<file path="src/rtl/poil_pkg.sv">
// ============================================================================
// poil_pkg
// Shared types, constants and helpers for the packed ordered item list.
// ============================================================================
package poil_pkg;

    localparam int MAX_ENTRIES    = 64;
    localparam int MAX_ITEM_BYTES = 8;
    localparam int IDX_W          = $clog2(MAX_ENTRIES);
    localparam int CNT_W          = IDX_W + 1;
    localparam int DATA_W         = 64;
    localparam int ACT_W          = 3;
    localparam int FOUND_W        = 8;
    localparam int BYTES_W        = 4;
    localparam int CFG_W          = 7;

    localparam logic [FOUND_W-1:0] NOT_FOUND = 8'hff;

    typedef enum logic [ACT_W-1:0] {
        ACT_APPEND = 3'd0,
        ACT_DELETE = 3'd1,
        ACT_MODIFY = 3'd2,
        ACT_SEARCH = 3'd3,
        ACT_READ   = 3'd4,
        ACT_CLEAR  = 3'd5
    } action_t;

    typedef enum logic {
        REG_ITEM_BYTES  = 1'b0,
        REG_ENTRY_LIMIT = 1'b1
    } reg_index_t;

    // Byte mask for the live item size; size 0 acts as 1, above max acts as max.
    function automatic logic [DATA_W-1:0] item_mask(input logic [BYTES_W-1:0] bytes);
        logic [BYTES_W-1:0] b;
        logic [DATA_W-1:0]  m;
        b = bytes;
        if (b < BYTES_W'(1))
        begin
            b = BYTES_W'(1);
        end
        if (b > BYTES_W'(MAX_ITEM_BYTES))
        begin
            b = BYTES_W'(MAX_ITEM_BYTES);
        end
        m = '0;
        for (int i = 0; i < MAX_ITEM_BYTES; i++)
        begin
            if (BYTES_W'(i) < b)
            begin
                m[8*i +: 8] = 8'hff;
            end
        end
        return m;
    endfunction

endpackage

</file>
<file path="src/rtl/poil_ifs.sv">
// ============================================================================
// poil_ifs
// Request and response channels of the packed ordered item list.
// ============================================================================
interface poil_req_if;
    logic                            valid;
    logic                            ready;
    logic [poil_pkg::ACT_W-1:0]      action;
    logic [poil_pkg::IDX_W-1:0]      position;
    logic [poil_pkg::DATA_W-1:0]     item_data;

    modport source (output valid, action, position, item_data, input ready);
    modport sink   (input valid, action, position, item_data, output ready);
endinterface

interface poil_rsp_if;
    logic                            valid;
    logic                            ready;
    logic                            ok;
    logic [poil_pkg::FOUND_W-1:0]    found_position;
    logic [poil_pkg::DATA_W-1:0]     read_data;
    logic [poil_pkg::CNT_W-1:0]      item_count;

    modport source (output valid, ok, found_position, read_data, item_count, input ready);
    modport sink   (input valid, ok, found_position, read_data, item_count, output ready);
endinterface

</file>
<file path="src/rtl/packed_ordered_item_list.sv">
// ============================================================================
// packed_ordered_item_list
// Ordered, gap-free list of up to 64 items kept in one synchronous RAM.
// ============================================================================
// One request is taken at a time and gives one response beat. Append, modify,
// clear and failing requests go straight to the response state; read passes
// through a read state first. Search walks the RAM one entry per cycle from
// index 0; delete moves each later entry down one per cycle. The single RAM
// read port, whose read data is registered, paces these steps. A finished
// response waits in an output register, and the next request may be accepted
// while it is pending. Write configuration only while the block is idle; a
// write takes effect at the next edge.
module packed_ordered_item_list (
    input  logic                           clk,
    input  logic                           rst_n,
    input  logic                           cfg_we,
    input  logic                           cfg_index,
    input  logic [poil_pkg::CFG_W-1:0]     cfg_data,
    poil_req_if.sink                       req,
    poil_rsp_if.source                     rsp
);

    typedef enum logic [4:0] {
        ST_IDLE   = 5'b00001,
        ST_SEARCH = 5'b00010,
        ST_SHIFT  = 5'b00100,
        ST_READ   = 5'b01000,
        ST_RESP   = 5'b10000
    } state_t;

    localparam int IW = poil_pkg::IDX_W;
    localparam int CW = poil_pkg::CNT_W;
    localparam int DW = poil_pkg::DATA_W;

    logic [DW-1:0] mem [poil_pkg::MAX_ENTRIES];
    logic [DW-1:0] rd_data_reg;

    state_t                          state_reg, state_next;
    logic [CW-1:0]                   cnt_reg, cnt_next;
    logic [IW-1:0]                   idx_reg, idx_next;
    logic [DW-1:0]                   key_reg, key_next;
    logic                            res_ok_reg, res_ok_next;
    logic [poil_pkg::FOUND_W-1:0]    res_found_reg, res_found_next;
    logic [DW-1:0]                   res_data_reg, res_data_next;
    logic [poil_pkg::BYTES_W-1:0]    item_bytes_reg;
    logic [poil_pkg::CFG_W-1:0]      entry_limit_reg;

    logic                            out_valid_reg;
    logic                            out_ok_reg;
    logic [poil_pkg::FOUND_W-1:0]    out_found_reg;
    logic [DW-1:0]                   out_data_reg;
    logic [CW-1:0]                   out_count_reg;

    logic                            mem_we;
    logic [IW-1:0]                   mem_waddr;
    logic [DW-1:0]                   mem_wdata;
    logic [IW-1:0]                   rd_addr;
    logic [DW-1:0]                   mask;
    logic                            in_range;
    logic                            out_load;
    poil_pkg::action_t               act;

    assign mask     = poil_pkg::item_mask(item_bytes_reg);
    assign in_range = {1'b0, req.position} < cnt_reg;
    assign act      = poil_pkg::action_t'(req.action);
    assign req.ready = (state_reg == ST_IDLE);
    assign out_load  = (state_reg == ST_RESP) && (!out_valid_reg || rsp.ready);

    assign rsp.valid          = out_valid_reg;
    assign rsp.ok             = out_ok_reg;
    assign rsp.found_position = out_found_reg;
    assign rsp.read_data      = out_data_reg;
    assign rsp.item_count     = out_count_reg;

    always_comb
    begin
        state_next     = state_reg;
        cnt_next       = cnt_reg;
        idx_next       = idx_reg;
        key_next       = key_reg;
        res_ok_next    = res_ok_reg;
        res_found_next = res_found_reg;
        res_data_next  = res_data_reg;
        mem_we         = 1'b0;
        mem_waddr      = idx_reg;
        mem_wdata      = rd_data_reg;
        rd_addr        = '0;
        unique case (state_reg)
            ST_IDLE:
            begin
                if (req.valid)
                begin
                    key_next       = req.item_data;
                    res_ok_next    = 1'b0;
                    res_found_next = poil_pkg::NOT_FOUND;
                    res_data_next  = '0;
                    state_next     = ST_RESP;
                    unique case (act)
                        poil_pkg::ACT_APPEND:
                        begin
                            if ((cnt_reg < entry_limit_reg) &&
                                (cnt_reg < CW'(poil_pkg::MAX_ENTRIES)))
                            begin
                                mem_we      = 1'b1;
                                mem_waddr   = cnt_reg[IW-1:0];
                                mem_wdata   = req.item_data & mask;
                                cnt_next    = cnt_reg + CW'(1);
                                res_ok_next = 1'b1;
                            end
                        end
                        poil_pkg::ACT_DELETE:
                        begin
                            if (in_range)
                            begin
                                res_ok_next = 1'b1;
                                if (({1'b0, req.position} + CW'(1)) < cnt_reg)
                                begin
                                    idx_next   = req.position;
                                    rd_addr    = req.position + IW'(1);
                                    state_next = ST_SHIFT;
                                end
                                else
                                begin
                                    cnt_next = cnt_reg - CW'(1);
                                end
                            end
                        end
                        poil_pkg::ACT_MODIFY:
                        begin
                            if (in_range)
                            begin
                                mem_we      = 1'b1;
                                mem_waddr   = req.position;
                                mem_wdata   = req.item_data & mask;
                                res_ok_next = 1'b1;
                            end
                        end
                        poil_pkg::ACT_SEARCH:
                        begin
                            if (cnt_reg != '0)
                            begin
                                idx_next   = '0;
                                rd_addr    = '0;
                                state_next = ST_SEARCH;
                            end
                        end
                        poil_pkg::ACT_READ:
                        begin
                            if (in_range)
                            begin
                                res_ok_next = 1'b1;
                                rd_addr     = req.position;
                                state_next  = ST_READ;
                            end
                        end
                        poil_pkg::ACT_CLEAR:
                        begin
                            cnt_next    = '0;
                            res_ok_next = 1'b1;
                        end
                        default:
                        begin
                        end
                    endcase
                end
            end
            ST_SEARCH:
            begin
                if (((rd_data_reg ^ key_reg) & mask) == '0)
                begin
                    res_found_next = poil_pkg::FOUND_W'(idx_reg);
                    res_ok_next    = 1'b1;
                    state_next     = ST_RESP;
                end
                else if (({1'b0, idx_reg} + CW'(1)) >= cnt_reg)
                begin
                    state_next = ST_RESP;
                end
                else
                begin
                    idx_next = idx_reg + IW'(1);
                    rd_addr  = idx_reg + IW'(1);
                end
            end
            ST_SHIFT:
            begin
                mem_we = 1'b1;
                if (({1'b0, idx_reg} + CW'(2)) < cnt_reg)
                begin
                    idx_next = idx_reg + IW'(1);
                    rd_addr  = idx_reg + IW'(2);
                end
                else
                begin
                    cnt_next   = cnt_reg - CW'(1);
                    state_next = ST_RESP;
                end
            end
            ST_READ:
            begin
                res_data_next = rd_data_reg & mask;
                state_next    = ST_RESP;
            end
            ST_RESP:
            begin
                if (out_load)
                begin
                    state_next = ST_IDLE;
                end
            end
            default:
            begin
                state_next = ST_IDLE;
            end
        endcase
    end

    always_ff @(posedge clk)
    begin
        if (mem_we)
        begin
            mem[mem_waddr] <= mem_wdata;
        end
        rd_data_reg <= mem[rd_addr];
    end

    always_ff @(posedge clk or negedge rst_n)
    begin
        if (!rst_n)
        begin
            state_reg       <= ST_IDLE;
            cnt_reg         <= '0;
            item_bytes_reg  <= poil_pkg::BYTES_W'(poil_pkg::MAX_ITEM_BYTES);
            entry_limit_reg <= poil_pkg::CFG_W'(poil_pkg::MAX_ENTRIES);
            out_valid_reg   <= 1'b0;
        end
        else
        begin
            state_reg <= state_next;
            cnt_reg   <= cnt_next;
            if (cfg_we)
            begin
                unique case (poil_pkg::reg_index_t'(cfg_index))
                    poil_pkg::REG_ITEM_BYTES:  item_bytes_reg  <= cfg_data[poil_pkg::BYTES_W-1:0];
                    poil_pkg::REG_ENTRY_LIMIT: entry_limit_reg <= cfg_data;
                    default:
                    begin
                    end
                endcase
            end
            if (out_load)
            begin
                out_valid_reg <= 1'b1;
            end
            else if (rsp.ready)
            begin
                out_valid_reg <= 1'b0;
            end
        end
    end

    always_ff @(posedge clk)
    begin
        idx_reg       <= idx_next;
        key_reg       <= key_next;
        res_ok_reg    <= res_ok_next;
        res_found_reg <= res_found_next;
        res_data_reg  <= res_data_next;
        if (out_load)
        begin
            out_ok_reg    <= res_ok_reg;
            out_found_reg <= res_found_reg;
            out_data_reg  <= res_data_reg;
            out_count_reg <= cnt_reg;
        end
    end

    a_count_bound: assert property (@(posedge clk) disable iff (!rst_n)
        cnt_reg <= CW'(poil_pkg::MAX_ENTRIES))
        else $error("item count above capacity");

    a_beat_from_resp: assert property (@(posedge clk) disable iff (!rst_n)
        $rose(out_valid_reg) |-> $past(state_reg == ST_RESP))
        else $error("response beat raised outside response state");

    a_shift_in_list: assert property (@(posedge clk) disable iff (!rst_n)
        (state_reg == ST_SHIFT) |-> (({1'b0, idx_reg} + CW'(1)) < cnt_reg))
        else $error("shift source beyond list tail");

    a_search_in_list: assert property (@(posedge clk) disable iff (!rst_n)
        (state_reg == ST_SEARCH) |-> ({1'b0, idx_reg} < cnt_reg))
        else $error("search index beyond list tail");

endmodule

</file>
<file path="src/flat_wrapper.sv">
// flat-port wrapper written by rule: the top's interface ports become plain ports
module packed_ordered_item_list_flat 
  (clk, rst_n, cfg_we, cfg_index, cfg_data, req_valid, req_action, req_position, req_item_data, req_ready, rsp_valid, rsp_ok, rsp_found_position, rsp_read_data, rsp_item_count, rsp_ready);
  poil_req_if req_i ();
  poil_rsp_if rsp_i ();
  input  logic clk;
  input  logic rst_n;
  input  logic cfg_we;
  input  logic cfg_index;
  input  logic [poil_pkg::CFG_W-1:0] cfg_data;
  input wire logic [$bits(req_i.valid)-1:0] req_valid;
  input wire logic [$bits(req_i.action)-1:0] req_action;
  input wire logic [$bits(req_i.position)-1:0] req_position;
  input wire logic [$bits(req_i.item_data)-1:0] req_item_data;
  output wire logic [$bits(req_i.ready)-1:0] req_ready;
  output wire logic [$bits(rsp_i.valid)-1:0] rsp_valid;
  output wire logic [$bits(rsp_i.ok)-1:0] rsp_ok;
  output wire logic [$bits(rsp_i.found_position)-1:0] rsp_found_position;
  output wire logic [$bits(rsp_i.read_data)-1:0] rsp_read_data;
  output wire logic [$bits(rsp_i.item_count)-1:0] rsp_item_count;
  input wire logic [$bits(rsp_i.ready)-1:0] rsp_ready;
  assign req_i.valid = req_valid;
  assign req_i.action = req_action;
  assign req_i.position = req_position;
  assign req_i.item_data = req_item_data;
  assign req_ready = req_i.ready;
  assign rsp_valid = rsp_i.valid;
  assign rsp_ok = rsp_i.ok;
  assign rsp_found_position = rsp_i.found_position;
  assign rsp_read_data = rsp_i.read_data;
  assign rsp_item_count = rsp_i.item_count;
  assign rsp_i.ready = rsp_ready;
  packed_ordered_item_list u_core (.clk(clk), .rst_n(rst_n), .cfg_we(cfg_we), .cfg_index(cfg_index), .cfg_data(cfg_data), .req(req_i), .rsp(rsp_i));
endmodule
</file>
<file path="config.mk">
export PLATFORM = sky130hd
export DESIGN_NAME = packed_ordered_item_list_flat
export DESIGN_NICKNAME = d
export VERILOG_FILES = /design/src/rtl/poil_pkg.sv /design/src/rtl/poil_ifs.sv /design/src/rtl/packed_ordered_item_list.sv /design/src/flat_wrapper.sv
export SDC_FILE = /design/constraint.sdc
export NUM_CORES = 2
export LEC_CHECK = 0
export BUFFER_PORTS_ARGS = -buffer_cell sky130_fd_sc_hd__buf_2
export CAP_MARGIN = 20
export CORE_MARGIN = 10
export CORE_UTILIZATION = 38
export DETAILED_ROUTE_END_ITERATION = 8
export PLACE_DENSITY = 0.6
export RECOVER_POWER = 100
export SKIP_LAST_GASP = 1
export SLEW_MARGIN = 20
export SYNTH_ARGS = -nofsm -noshare
export SYNTH_HDL_FRONTEND = slang
export SYNTH_SLANG_ARGS = --single-unit
</file>
<file path="constraint.sdc">
create_clock -name clk -period 12.8 [get_ports clk]
set_input_delay 2.56 -clock clk [delete_from_list [all_inputs] [get_ports clk]]
set_output_delay 2.56 -clock clk [all_outputs]
set_load 0.005 [all_outputs]
</file>
Yosys cells after proc, flatten, opt, wreduce, memory -nomap -nowiden
Memory sizes are Yosys's and may differ from the RTL's. A register that Yosys moved wholly into a read port is not among the register bits.
Cells that the tools add are included.
{ "word_totals": {"ff_bits": 247, "mem_bits_rw": 4096, "inputBits": 86, "out_inout_bits": 82, "wordCells": 164, "memories": 1} }
{ "classes": {"n_addsub": 8, "order_cmp": 16, "eq_ne": 25, "muxes": 74, "bitwise": 5, "reduce_logical": 21} }
{ "memory_table": {"columns": ["memory", "depth", "word_bits", "read_ports", "rd_clocked_by_memory_dff", "write_ports", "line_no", "source"], "rows": [
  ["u_core.mem", 64, 64, 1, 1, 1, "packed_ordered_item_list.sv:35", "logic [DW-1:0] mem [poil_pkg::MAX_ENTRIES];"]
]} }
{ "op_table": {"columns": ["op", "n"], "rows": [
  ["64-bit 2-to-1 mux", 5],
  ["64-bit case mux with 2 select lines", 2],
  ["64-bit AND", 3],
  ["6-bit 2-to-1 mux", 18],
  ["8-bit 2-to-1 mux", 10],
  ["64-bit logical NOT", 1],
  ["64-bit bitwise XOR", 1],
  ["5-bit 2-to-1 mux", 9],
  ["6-bit case mux with 2 select lines", 3],
  ["6-bit case mux with 3 select lines", 2],
  ["7-bit 2-to-1 mux", 5],
  ["5-bit case mux with 5 select lines", 1],
  ["7-bit < comparator", 3],
  ["7-bit case mux with 3 select lines", 1],
  ["3-bit by 4-bit < comparator with 1-bit output, first input constant", 4],
  ["8-bit case mux with 2 select lines", 1],
  ["5-bit case mux with 3 select lines", 1],
  ["6-bit by 1-bit adder with 7-bit output, second input constant", 2],
  ["7-bit case mux with 2 select lines", 1],
  ["6-bit by 1-bit adder with 6-bit output, second input constant", 2],
  ["3-bit by 2-bit != test with 1-bit output, second input constant", 4],
  ["1-bit 2-to-1 mux", 9],
  ["9-bit AND reduction", 1],
  ["1-bit by 4-bit < comparator with 1-bit output, first input constant", 2],
  ["other kinds (39)", 58]
]} }

Longest topological paths before layout
{ "logic_depth": {"depth_word": 11, "depth_mapped": 22, "depth_no_buf": 16} }

Worst setup path after synthesis
Ideal clock, no wire load.
{ "synth_timing": {"path_type": "input-to-reg", "from": "in req_position[5]", "to": "mem u_core.mem[11][0] (netlist name) (enable)", "setup_time_ns": 0.565, "t_arrival_ns": 9.012, "t_required_ns": 12.235, "setup_slack_ns": 3.224, "path_stages": 10, "path_buffers": 1, "cell_sequence": "ha_1 nor2b_1 nand3_1 o21ai_0 clkbuf_1 mux2i_1 o22ai_1 a22oi_1 nand4_1 nor3_1"} }
{ "synth_via": {"elab_chain_len": 7, "elab_cells_between_ends": 11, "cone_classes": "order compare (1); mux (10)"} }
{ "synth_rtl": {"columns": ["element", "line_no", "source"], "rows": [
  ["start: declaration", "flat_wrapper.sv:13", "input wire logic [$bits(req_i.position)-1:0] req_position;"],
  ["6-bit by 7-bit < comparator with 1-bit output", "packed_ordered_item_list.sv:64", "assign in_range = {1'b0, req.position} < cnt_reg;"],
  ["1-bit 2-to-1 mux", "packed_ordered_item_list.sv:130", "if (in_range)"],
  ["1-bit case mux with 2 select lines", "packed_ordered_item_list.sv:98", "unique case (act)"],
  ["1-bit 2-to-1 mux", "packed_ordered_item_list.sv:91", "if (req.valid)"],
  ["1-bit case mux with 2 select lines", "packed_ordered_item_list.sv:88", "unique case (state_reg)"],
  ["1-bit 2-to-1 mux", "packed_ordered_item_list.sv:220", "if (mem_we)"],
  ["1-bit 2-to-1 mux (implied by the code)", "packed_ordered_item_list.sv:222", "mem[mem_waddr] <= mem_wdata;"],
  ["end: declaration", "packed_ordered_item_list.sv:35", null]
]} }
Several ways; a longest one is shown, not always the timed one.

Final worst setup path
{ "layout_timing": {"from": "in req_valid", "to": "mem u_core.mem[47][23] (netlist name) (enable)"} }
{ "layout_via": {"elab_chain_len": 4, "elab_cells_between_ends": 6, "cone_classes": "mux (6)"} }
{ "layout_rtl": {"columns": ["element", "line_no", "source"], "rows": [
  ["start: declaration", "flat_wrapper.sv:11", "input wire logic [$bits(req_i.valid)-1:0] req_valid;"],
  ["1-bit 2-to-1 mux", "packed_ordered_item_list.sv:91", null],
  ["1-bit case mux with 2 select lines", "packed_ordered_item_list.sv:88", null],
  ["1-bit 2-to-1 mux", "packed_ordered_item_list.sv:220", null],
  ["1-bit 2-to-1 mux (implied by the code)", "packed_ordered_item_list.sv:222", null]
]} }
Several ways; a longest one is shown, not always the timed one.

==> impl_metrics.env <==
export IMPL_reg2reg_from="u_core.state_reg[3]"
export IMPL_synth_ff_type="edfxtp_1"
export IMPL_avgRoutedWirePerCell_um=33.4
export IMPL_ys_types=89
export IMPL_rrSetupSlack_ps=3090
export IMPL_largest_register="u_core.mem"
export IMPL_cts_max_level=5
export IMPL_rr_endpoint="u_core.mem[47][23]"
export IMPL_synth_avg_cell_area_um2=14.6
export IMPL_grt_usage=0.243
export IMPL_crit_start="req_valid"
export IMPL_die_area_um2=484000
export IMPL_tritoncts="built"
export IMPL_grt_pass1_vias=104000
export IMPL_syn_inst=11900
export IMPL_globalplace_congestion=0.856
export IMPL_drt_iter0_markers=18300
export IMPL_via_per_inst=6.15
export IMPL_min_path_type="register to register"
export IMPL_fin_area_um2=195000
export IMPL_worst_pin_slew_ps=4820
export IMPL_hold_viol=0
export IMPL_cts_resized=0
export IMPL_violations="capacitance limit, slew limit"
export IMPL_cts_hold_buf=0
export IMPL_portBuffers=167
export IMPL_p_leak_nw=65.3
export IMPL_ys_seq_area_frac=0.758
export IMPL_clk_pin_slew_ps=60
export IMPL_antenna_found_initial=28
export IMPL_final_common_cell="edfxtp_1"
export IMPL_async_flop_share=0.00545
export IMPL_slew_headroom=-2.21
export IMPL_crit_path_max_fanout=26
export IMPL_finalSetupViolCount=0
export IMPL_cts_num_sinks=4405
export IMPL_synth_edff_count=4317
export IMPL_outcome="complete, but fails checks"
export IMPL_cts_buffer_depth=4
export IMPL_cts_root_buf="clkbuf_16"
export IMPL_row_count=248
export IMPL_firstDrtPassIters=8
export IMPL_place_area_um2=182000
export IMPL_crit_type="primary input to register"
export IMPL_insertion_delay_ps=1020
export IMPL_fp_dieW_um=696
export IMPL_cp_arrival_ps=11400
export IMPL_timing_critical_path_from_type="primary input"
export IMPL_end_kind="register"
export IMPL_p_per_area_nw_per_um2=157
export IMPL_largest_reg_flops=4096
export IMPL_area_growth_pct=12.4
export IMPL_maxCapViolCount=176
export IMPL_cts_buffers=426
export IMPL_layout_common_cells="4,317 x edfxtp_1, 2,713 x nand2_1, 950 x nand3_1"
export IMPL_whs_ps=392
export IMPL_grt_max_degree=180
export IMPL_slew_viol_final=6948
export IMPL_synth_nets=12000
export IMPL_ios=168
export IMPL_drcViolationCount=0
export IMPL_dp_hpwl_um=311000
export IMPL_syn_area_um2=173000
export IMPL_layout_min_cycle_time_ps=10840
export IMPL_layout_drive_gt1_share=0.0833
export IMPL_vias=113000
export IMPL_cp_endpoint="u_core.mem[47][23]"
export IMPL_wirelength_um=614000
export IMPL_nets=12100
export IMPL_fin_skew_ps=89.8
export IMPL_peakVddDrop_mv=0.122
export IMPL_fin_tns_setup_ps=0
export IMPL_r2r_cells=9
export IMPL_grt_ovfl_total=0
export IMPL_fmax_mhz=92.3
export IMPL_grt_pass1_wl_um=838000
export IMPL_required_ps=13360
export IMPL_synth_ff_latch_count=4405
export IMPL_cts_setup_buffers=0
export IMPL_finalCritPeriodShare=0.847
export IMPL_rsz0062_at_grt="no"
export IMPL_coreArea_um2=456000
export IMPL_start_util=0.381
export IMPL_die_h_um=696
export IMPL_ant_nets=0
export IMPL_synth_warnings=0
## power by group
part | total (mW) | switching [mW] | internal (mW)
combinational | 1.32 | 1.05 | 0.276
clock | 12.8 | 5.56 | 7.23
sequential | 16.5 | 0.142 | 16.4
total | 30.6 | 6.75 | 23.9
## routing by layer
| metal | GRT usage | share of wire | vias to the layer above |
|---|---|---|---|
| met2 | 0.369 | 0.44 | 7997 |
| li1 | - | - | 45800 |
| met5 | 0 | 0.000023 | - |
| met3 | 0.0618 | 0.14 | 1524 |
| met1 | 0.330 | 0.37 | 57600 |
| met4 | 0.109 | 0.052 | 2 |
## metrics by stage
step,power [mW],utilization,setup WS [ps],instances
after global placement,18.1,0.400,3310,17500
after detailed placement,18.1,0.400,3670,17500
final,30.6,0.428,1960,18400
after floorplan,17.4,-,3220,11900
after CTS,30.6,0.431,4760,18300
after global routing,31.3,0.428,2280,18300
## worst min path at each step
stage | start | to | slack, ps | depth (start not counted)
final | u_core.res_data_reg[9] | u_core.rsp.read_data[9] | 390 | 0
after global placement | u_core.res_data_reg[39] | u_core.rsp.read_data[39] | 400 | 0
after floorplan | u_core.res_found_reg[0] | u_core.rsp.found_position[0] | 400 | 0
after global routing | u_core.res_data_reg[9] | u_core.rsp.read_data[9] | 410 | 0
after CTS | u_core.res_found_reg[0] | u_core.rsp.found_position[0] | 400 | 0
after detailed placement | u_core.res_data_reg[20] | u_core.rsp.read_data[20] | 400 | 0
## worst max-delay path: stages
cell	delay (ps)
clkbuf_1	140
nand4_1	390
nor3_1	1510
o21ai_1	730
a22o_1	630
nand4b_1	730
nor2_4	310
clkbuf_1	3240
buf_4	1030
## area by class of cell
type	count	area (um^2)
Timing Repair Buffer	497	3230
Antenna cell	25	62.6
Clock buffer	549	11400
Tap cell	6000	7510
Clock inverter	243	2620
Fill cell	40800	260000
Inverter	38	144
Multi-Input combinational cell	6610	38500
Sequential cell	4405	132000
## cells in the mapped netlist, drive strengths merged, types with 109 or more instances
cell / count / area share
a211oi: 257 / 0.011
a311oi: 146 / 0.0074
a31oi: 341 / 0.012
a32oi: 175 / 0.0088
and3: 164 / 0.0059
buf: 432 / 0.013
clkbuf: 365 / 0.0079
edfxtp: 4317 / 0.75
mux2i: 573 / 0.033
nand2: 2716 / 0.059
nand3: 953 / 0.028
nand4: 158 / 0.0057
nor2: 111 / 0.0025
o21ai: 109 / 0.0032
## cell families after synthesis
family,Yosys count,share of synthesized area
flip-flops,4405,0.758
AND/OR/NAND/NOR,4267,0.107
AO/OA/AOI/OAI,1640,0.0718
buffers and inverters,835,0.0222
multiplexers,592,0.0343
XOR/XNOR,75,0.00379
adder cells (fa/ha/maj),36,0.00260
Power figures use the tool's default switching activity.
